### config.mk
export PLATFORM = sky130hd
export DESIGN_NAME = ipv4_udp_checksum_engine_top
export DESIGN_NICKNAME = d
export VERILOG_FILES = /design/src/sv/icsum_pkg.sv /design/src/sv/ipv4_udp_checksum_engine_top.sv
export SDC_FILE = /design/constraint.sdc
export NUM_CORES = 1
export LEC_CHECK = 0
export ABC_AREA = 1
export BUFFER_PORTS_ARGS = -buffer_cell sky130_fd_sc_hd__buf_2
export CAP_MARGIN = 30
export CORE_UTILIZATION = 68
export CTS_BUF_LIST = sky130_fd_sc_hd__clkbuf_8 sky130_fd_sc_hd__clkbuf_16
export DETAILED_ROUTE_END_ITERATION = 10
export GPL_TIMING_DRIVEN = 0
export PLACE_DENSITY = 0.94
export SETUP_SLACK_MARGIN = 0.3
export SLEW_MARGIN = 20
export SYNTH_ARGS = -nofsm -noshare
export SYNTH_HDL_FRONTEND = slang
export SYNTH_SLANG_ARGS = --single-unit
### constraint.sdc
create_clock -name i_clk -period 8.9 [get_ports i_clk]
set_input_delay 0.89 -clock i_clk [delete_from_list [all_inputs] [get_ports i_clk]]
set_output_delay 0.89 -clock i_clk [all_outputs]
set_load 0.01 [all_outputs]
### src/sv/icsum_pkg.sv
`default_nettype none
// ----------------------------------------------------------------------------
// icsum_pkg
// Shared constants and the ones'-complement add for the IPv4/UDP checksum
// engine.
// ----------------------------------------------------------------------------
package icsum_pkg;

    localparam logic [15:0] PROTO_OFFSET = 16'd9;
    localparam logic [15:0] PSEUDO_START = 16'd12;
    localparam logic [15:0] PSEUDO_END   = 16'd20;
    localparam logic [3:0]  MIN_IHL      = 4'd5;
    localparam logic [3:0]  IPV4_VERSION = 4'd4;

    localparam logic [1:0] STATUS_OK      = 2'd0;
    localparam logic [1:0] STATUS_VERSION = 2'd1;
    localparam logic [1:0] STATUS_LENGTH  = 2'd2;

    typedef logic [15:0] t_word;

    // 16-bit add with end-around carry
    function automatic t_word oc_add(input t_word a, input t_word b);
        logic [16:0] s;
        s = {1'b0, a} + {1'b0, b};
        return s[15:0] + {15'd0, s[16]};
    endfunction

endpackage
`default_nettype wire

### src/sv/ipv4_udp_checksum_engine_top.sv
`default_nettype none
// ----------------------------------------------------------------------------
// ipv4_udp_checksum_engine_top
// IPv4 header checksum and UDP checksum (pseudo-header plus segment) over a
// packet that arrives one octet per beat.
//
// Input channel: i_in_valid / o_in_stall carry i_data_byte and i_first;
// i_first marks octet 0 of a packet and restarts all sums.
// Output channel: o_out_valid / i_out_stall carry o_header_sum, o_udp_sum and
// o_status; one beat per packet, after the last octet of the total length,
// or early with an error status (bad version, bad lengths).
// An accepted octet is held in an input register and processed from there;
// the result is then loaded into the output register, whose valid flag
// drives o_out_valid.
// One octet is taken per cycle unless a result octet waits on a stalled
// output; the rate is set by the combinational ones'-complement add
// between the input register and the state/result registers.
// Only an octet that produces a result waits while the output register is
// full and stalled; other octets keep flowing.
// Reset (synchronous, active low) empties both registers and leaves the
// engine idle: octets without i_first are dropped until the next packet.
// ----------------------------------------------------------------------------
module ipv4_udp_checksum_engine_top
    import icsum_pkg::*;
(
    input  wire logic        i_clk,
    input  wire logic        i_rst_n,
    input  wire logic        i_in_valid,
    output logic             o_in_stall,
    input  wire logic [7:0]  i_data_byte,
    input  wire logic        i_first,
    output logic             o_out_valid,
    input  wire logic        i_out_stall,
    output logic [15:0]      o_header_sum,
    output logic [15:0]      o_udp_sum,
    output logic [1:0]       o_status
);

    // input register
    logic        r_in_valid;
    logic [7:0]  r_byte;
    logic        r_first;

    // packet state
    logic        r_active;
    t_word       r_byte_count;
    logic [3:0]  r_header_words;
    t_word       r_total_length;
    t_word       r_header_acc;
    t_word       r_segment_acc;
    logic [7:0]  r_high_octet;

    // result register
    logic        r_out_valid;
    t_word       r_header_sum;
    t_word       r_udp_sum;
    logic [1:0]  r_status;

    // current view of state (restart on first)
    logic        active;
    t_word       bc;
    logic [3:0]  hw;
    t_word       tl;
    t_word       hacc;
    t_word       sacc;
    logic [7:0]  high;

    logic        idx0;
    logic        ver_bad;
    logic        len_bad;
    logic        is_end;
    logic        odd;
    logic [3:0]  n_header_words;
    t_word       hbytes;
    t_word       n_total_length;
    t_word       word;
    t_word       seg_addend;
    logic        seg_add;
    t_word       n_header_acc;
    t_word       n_segment_acc;
    logic        emit;
    logic        out_free;
    logic        advance;

    assign active = r_first | r_active;
    assign bc     = r_first ? '0 : r_byte_count;
    assign hw     = r_first ? '0 : r_header_words;
    assign tl     = r_first ? '0 : r_total_length;
    assign hacc   = r_first ? '0 : r_header_acc;
    assign sacc   = r_first ? '0 : r_segment_acc;
    assign high   = r_first ? '0 : r_high_octet;

    assign idx0           = (bc == '0);
    assign ver_bad        = idx0 && (r_byte[7:4] != IPV4_VERSION);
    assign n_header_words = idx0 ? r_byte[3:0] : hw;
    assign hbytes         = {10'd0, n_header_words, 2'b00};
    assign odd            = bc[0];
    assign word           = {high, r_byte};

    always_comb begin
        priority if (bc == 16'd2) begin
            n_total_length = {r_byte, 8'd0};
        end else if (bc == 16'd3) begin
            n_total_length = tl | {8'd0, r_byte};
        end else begin
            n_total_length = tl;
        end
    end

    assign len_bad = (bc == 16'd3)
                     && ((n_header_words < MIN_IHL) || (n_total_length < hbytes));
    assign is_end  = (bc >= 16'd3)
                     && (({1'b0, bc} + 17'd1) == {1'b0, n_total_length});

    // at most one segment term per octet on any path that reaches a result
    always_comb begin
        seg_add    = 1'b0;
        seg_addend = '0;
        priority if (bc == 16'd3) begin
            seg_add    = 1'b1;
            seg_addend = n_total_length - hbytes;
        end else if (bc == PROTO_OFFSET) begin
            seg_add    = 1'b1;
            seg_addend = {8'd0, r_byte};
        end else if (!odd) begin
            seg_add    = is_end && (bc >= hbytes);
            seg_addend = {r_byte, 8'd0};
        end else begin
            seg_add    = ((bc >= PSEUDO_START) && (bc < PSEUDO_END)) || (bc >= hbytes);
            seg_addend = word;
        end
    end

    assign n_header_acc  = (odd && (bc < hbytes)) ? oc_add(hacc, word) : hacc;
    assign n_segment_acc = seg_add ? oc_add(sacc, seg_addend) : sacc;

    assign emit     = active && (ver_bad || len_bad || is_end);
    assign out_free = !r_out_valid || !i_out_stall;
    assign advance  = r_in_valid && (!emit || out_free);

    assign o_in_stall   = r_in_valid && !advance;
    assign o_out_valid  = r_out_valid;
    assign o_header_sum = r_header_sum;
    assign o_udp_sum    = r_udp_sum;
    assign o_status     = r_status;

    always_ff @(posedge i_clk) begin
        if (!i_rst_n) begin
            r_in_valid <= 1'b0;
        end else if (!o_in_stall) begin
            r_in_valid <= i_in_valid;
        end
    end

    always_ff @(posedge i_clk) begin
        if (!o_in_stall && i_in_valid) begin
            r_byte  <= i_data_byte;
            r_first <= i_first;
        end
    end

    always_ff @(posedge i_clk) begin
        if (!i_rst_n) begin
            r_active       <= 1'b0;
            r_byte_count   <= '0;
            r_header_words <= '0;
            r_total_length <= '0;
            r_header_acc   <= '0;
            r_segment_acc  <= '0;
            r_high_octet   <= '0;
        end else if (advance && active) begin
            r_active       <= !emit;
            r_byte_count   <= (bc == 16'hFFFF) ? bc : bc + 16'd1;
            r_header_words <= n_header_words;
            r_total_length <= n_total_length;
            r_header_acc   <= n_header_acc;
            r_segment_acc  <= n_segment_acc;
            r_high_octet   <= odd ? high : r_byte;
        end
    end

    always_ff @(posedge i_clk) begin
        if (!i_rst_n) begin
            r_out_valid <= 1'b0;
        end else if (advance && emit) begin
            r_out_valid <= 1'b1;
        end else if (!i_out_stall) begin
            r_out_valid <= 1'b0;
        end
    end

    always_ff @(posedge i_clk) begin
        if (advance && emit) begin
            priority if (ver_bad) begin
                r_header_sum <= '0;
                r_udp_sum    <= '0;
                r_status     <= STATUS_VERSION;
            end else if (len_bad) begin
                r_header_sum <= '0;
                r_udp_sum    <= '0;
                r_status     <= STATUS_LENGTH;
            end else begin
                r_header_sum <= ~n_header_acc;
                r_udp_sum    <= ~n_segment_acc;
                r_status     <= STATUS_OK;
            end
        end
    end

endmodule
`default_nettype wire
==> results.toml, run 1 <==
[outcome]
outcome = "completed"

[min_path]
timing.hold.worst.class = "reg -> reg"
hp-start = "r_total_length[10]"
whs_path_depth = 2
min_to = "r_total_length[10]"

[floorplan]
die_x_um = 123
design.core.area_um2 = 14000
pin_count = 49
dieArea_um2 = 15100
rows = 43
die_y_um = 123
initial_utilization_pct = 70.7

[timing]
min_period_over_period_pct = 82.5
skew_ps = 7.74
tns_ps = 0
max_freq_mhz = 136
rsz0062_at_grt = "false"
setup_viol = 0
hold_violations = 0
relSlewSlack_pct = 33.1
min_period_ps = 7340
tightestPinTransition_ps = 999
drv_slew = 0
worst_slack_ps = 1560

[placed_design]
gp_congestion = 1.04
post-place-ws_ps = 1910
post_dp_cell_area_um2 = 10400
hpwl_um = 25000
io_buffer_count = 48

[global_route]
first_global_vias = 10144
grt_antenna_before_repair = 0
grt_max_degree = 35
grt-ovfl-total = 0
grt.total_usage_pct = 45.5
grt_pass1_wl_um = 51800

[route]
drt_wl_total_um = 33600
wl_per_cell_um = 18.3
antenna_left = 0
vias_per_cell = 6.15
vias = 11282
drc = 0
drt_iter0_markers = 1785
firstDrtPassIters = 6

[setup_path]
rrSetupSlack_ps = 1560
cp_slowest_cell = "clkbuf_1"
worstReg2RegEnd = "o_udp_sum[10]"
reg2reg_depth = 44
critPathKind = "reg -> reg"
cp.arrival_ps = 7510
start_kind = "flip-flop"
worstPathMaxFanout = 10
crit_top_cell = "nand2_1"
reg2reg_from = "r_first"
max_stage_delay_ps = 510
end_kind = "flip-flop"
required_ps = 9070

[cts]
clock-sinks = 122
cts_setup_buffers = 0
cts_resized = 0
clock_latency_ps = 430
cts_tree = "done"
holdBufCountCts = 0
numCtsBuffers = 17
clkTransAtPathRegs_ps = 60
htree_num_levels = 4
clockBufferDepth = 2
root_buffer = "clkbuf_16"

[yosys]
syn-num-nets = 1634
syn_area_um2 = 9920
ys_seq_elements = 122
synth_common_cells = "418 x nand2_1, 255 x nor2_1, 180 x inv_1, 180 x nand3_1, 94 x a21oi_1"
synth_ff_type = "dfxtp_1"
yosys.area.top_type = "dfxtp_1"
synth.most_common_cell = "nand2_1"
synthesis.instances = 1575
synth_top_area_share_pct = 15.9
synth-seq-area-share_pct = 28.9
synth.distinct_cells = 47
syn_area_per_cell_um2 = 6.30
synthArstFlopShare_pct = 0
synth-edff-count = 43
synth_area_leaders = "dfxtp_1 16%, nand2_1 16%, edfxtp_1 13%"
yosys_warnings = 0

[layout]
nNetsFinal = 1701
area_growth_pct = 10.6
drive_gt1_share_pct = 11.1
final_util_pct = 78.2
multi_input_area_um2 = 6010
fillCellCount = 1067
final_area_um2 = 11000
diodes = 0
final-seq-area_um2 = 2870

[power_and_ir_drop]
ir_drop_mv = 0.148
powerDensity_nw_per_um2 = 145
p_leak_nw = 5.43

[flow_run]
maxCapViolCount = 0
==> registers in the layout (all words and copies together), names as in the netlist, 4 cells and up <==
name            cells
r_segment_acc      16
r_byte              8
r_header_acc       16
o_header_sum       16
o_udp_sum          16
r_header_words      4
r_total_length     16
r_byte_count       16
r_high_octet        8
==> layout make-up <==
cell class / instances / area share [%]
Clock inverter: 14 / 1.37
Inverter: 184 / 6.31
Clock buffer: 18 / 4.00
Sequential cell: 122 / 26.2
Timing Repair Buffer: 48 / 2.19
Tap cell: 180 / 2.05
Buffer: 58 / 3.18
Multi-Input combinational cell: 1211 / 54.7
==> where the power goes <==
group | internal [W] | switching (W) | total [W]
Combinational | 0.0000806 | 0.000187 | 0.000268
Clock | 0.000420 | 0.000285 | 0.000706
Sequential | 0.000604 | 0.0000148 | 0.000619
==> metrics by stage <==
stage | total power [W] | cells | hold WS (ps)
global route | 0.00163 | 1835 | 475
detailed placement | 0.000882 | 1803 | 453
global placement | 0.000872 | 1803 | 448
finish | 0.00159 | 1835 | 461
CTS | 0.00157 | 1835 | 462
floorplan | 0.000807 | 1575 | 439
==> critical path, delay by kind of cell, from the launching register on <==
family | cells | cell delay [ps]
buffers and inverters | 12 | 1730
flip-flops | 1 | 390
AO/OA/AOI/OAI | 6 | 1110
adder cells (fa/ha/maj) | 4 | 1180
AND/OR/NAND/NOR | 21 | 2510
XOR/XNOR | 1 | 140
==> per-layer routing <==
layer / wire [um] / global-route usage (%)
met5: 0 / 0
met4: 2410 / 28.4
met3: 4150 / 11.3
met2: 14900 / 73.0
met1: 12100 / 54.7
==> layout by cell type, fill, tap and decap left out, types with 23 or more instances in the layout <==
cell,n
a21oi_1,94
a21oi_2,23
buf_2,66
clkbuf_1,24
dfxtp_1,79
edfxtp_1,43
ha_1,43
inv_1,181
nand2_1,418
nand2_2,29
nand3_1,180
nor2_1,255
o21ai_0,52
xor2_1,28
==> worst max-delay path by stage <==
stage	start	to	cells past startpoint
floorplan	r_first	o_udp_sum[10]	41
global placement	r_first	o_udp_sum[10]	44
detailed placement	r_first	o_udp_sum[10]	44
CTS	r_first	o_udp_sum[10]	44
global route	r_first	o_udp_sum[10]	43
finish	r_first	o_udp_sum[10]	44
==> logic make-up (layout without fill, tap and decap cells) <==
kind of cell             count (synthesis)  in the layout  synth area share, %
AND/OR/NAND/NOR                        924            924                 39.4
buffers and inverters                  242            322                 10.5
AO/OA/AOI/OAI                          203            203                 11.8
flip-flops                             122            122                 28.9
adder cells (fa/ha/maj)                 46             46                 6.03
XOR/XNOR                                38             38                 3.35
No activity file was read; power rests on OpenSTA's default activity.
==> inputs of run 2 (changes only) <==
- CORE_UTILIZATION: 68 -> 63
- PLACE_DENSITY: 0.94 -> 0.89
- clock period: 8.9 -> 7.22 ns (I/O delays scaled with it)
==> run 2 against run 1 <==
  * Die area grew 7.8%
  * Global-route usage shrank 7.4 points
  * Wire length shrank 8.6%
  * Final cell count grew 1.9%
  * Register-to-register slack lost 880 ps
  * Clock skew grew 1.4 ps
  * Cell area grew 1.3%
  * Combinational power grew 22%
  * Utilization shrank 5.6 points
  * Worst setup slack lost 880 ps
  * Hold slack gained 3.2 ps
==> results.toml, run 2 (synthesized netlist as in run 1, its figures left out) <==
[placed_design]
post_dp_cell_area_um2 = 10400
hpwl_um = 23300
dp_cells = 1834
io_buffer_count = 48
gp_congestion = 1.02
post-place-ws_ps = 375

[flow_run]
maxCapViolCount = 0

[layout]
fillCellCount = 1318
area_growth_pct = 12.0
nNetsFinal = 1705
diodes = 0
fin_cells = 1870
layout_commonest_cell = "nand2_1"
final_cell_mix = "418 x nand2_1, 250 x nor2_1, 180 x nand3_1, 179 x inv_1, 93 x a21oi_1"
final_area_um2 = 11100
drive_gt1_share_pct = 12.1

[cts]
clock-sinks = 122
root_buffer = "clkbuf_16"
clock_latency_ps = 430
numCtsBuffers = 17
cts_tree = "done"
clockBufferDepth = 2
clkTransAtPathRegs_ps = 60
htree_num_levels = 4

[setup_path]
cp.arrival_ps = 6710
required_ps = 7380
cp_top_family = "simple AND/OR/NAND/NOR gates"
critPathBufInv = 10
max_stage_delay_ps = 440
cp_slowest_cell = "ha_1"
crit_top_cell = "nand2_1"
critPathKind = "reg -> reg"
start_kind = "flip-flop"
worstPathMaxFanout = 10
end_kind = "flip-flop"

[timing]
min_period_over_period_pct = 90.7
max_freq_mhz = 153
rsz0062_at_grt = "false"
setup_viol = 0
relSlewSlack_pct = 32.8
skew_ps = 9.10
min_period_ps = 6550
tns_ps = 0
drv_slew = 0
hold_violations = 0
tightestPinTransition_ps = 1000
whs_ps = 464
worst_slack_ps = 674

[floorplan]
die_x_um = 128
rows = 45
pin_count = 49
initial_utilization_pct = 64.8
dieArea_um2 = 16300
die_y_um = 128
design.core.area_um2 = 15300

[min_path]
timing.hold.worst.class = "in -> reg"

[power_and_ir_drop]
powerDensity_nw_per_um2 = 176
p_comb_share_pct = 16.7
p_leak_nw = 5.47
ir_drop_mv = 0.157
netSwitchingPower_w = 0.000597
p_int_w = 0.00136
share_seq_of_total_power_pct = 38.8
switching_share_pct = 30.4
power_frac_clock_pct = 44.5

[route]
drt_wl_total_um = 30700
wl_per_cell_um = 16.4
drt_iter0_markers = 1379
drc = 0
vias = 10826
firstDrtPassIters = 6
vias_per_cell = 5.79
antenna_left = 0

[global_route]
first_global_vias = 9675
grt_pass1_wl_um = 47800
grt_antenna_before_repair = 0
grt-ovfl-total = 0
grt.total_usage_pct = 38.2
grt_max_degree = 35

[outcome]
outcome = "completed"
==> run 2: changes by cell type in the layout (fill, tap and decap cells not counted), moves of 3 or more <==
cell,change
buf_4,+4
nor2_1,-5
clkinvlp_4,-3
inv_6,+3
nor2_2,+4
==> run 2: final cells by class <==
class                      instances  area (um2)  share of cell area [%]
clock buffer                      17         425                    3.83
tap                              211         264                    2.37
clock inverter                    15         166                    1.50
timing repair buffer              52         270                    2.43
sequential                       122        2870                    25.8
inverter                         184         693                    6.23
buffer                            57         354                    3.18
multi-input combinational       1212        6070                    54.6
==> run 2: per-layer routing <==
layer  track usage [%]  share of wire [%]
met1              46.6                 39
met3              9.21                 10
met4              22.4                5.7
met2              61.3                 45
met5                 0                  0
==> run 2: metrics by stage <==
stage | util (%) | power, W
after floorplan | - | 0.000995
after detailed placement | 68.1 | 0.00108
after global placement | 68.1 | 0.00107
after global routing | 72.6 | 0.00202
after CTS | 72.0 | 0.00194
final | 72.6 | 0.00196
==> run 2: timing repair <==
action                     in CTS  in global routing
buffers inserted                0                  4
resized for setup               0                 18
setup endpoints to repair       0                 17
hold buffers                    0                  0
==> run 2: path summary, 6_finish.rpt <==
path                   startpoint         endpoint  slack (ps)  cells after the start
setup reg to reg          r_first    o_udp_sum[10]         670                     45
setup / recovery          r_first    o_udp_sum[10]         670                     45
hold reg to reg   r_header_acc[9]  r_header_acc[9]         460                      2
hold / removal            i_first          r_first         460                      1
==> run 2: worst reg2reg max path: cells and delay by family (launching register included) <==
kind	cells	cell delay [ps]
buffers and inverters	10	1020
DFF	1	380
and+or+nand+nor	24	2890
AOI/OAI and AO/OA	5	470
adders and majority gates	5	1380
xor gates and xnor gates	1	140
==> run 2: power by group through the flow <==
stage | registers (W) | clock network [W] | logic [W]
3_3_place_gp | 0.000774 | 0 | 0.000298
6_report | 0.000761 | 0.000873 | 0.000327
4_1_cts | 0.000760 | 0.000867 | 0.000308
2_1_floorplan | 0.000774 | 0 | 0.000221
5_1_grt | 0.000763 | 0.000899 | 0.000360
3_5_place_dp | 0.000774 | 0 | 0.000305
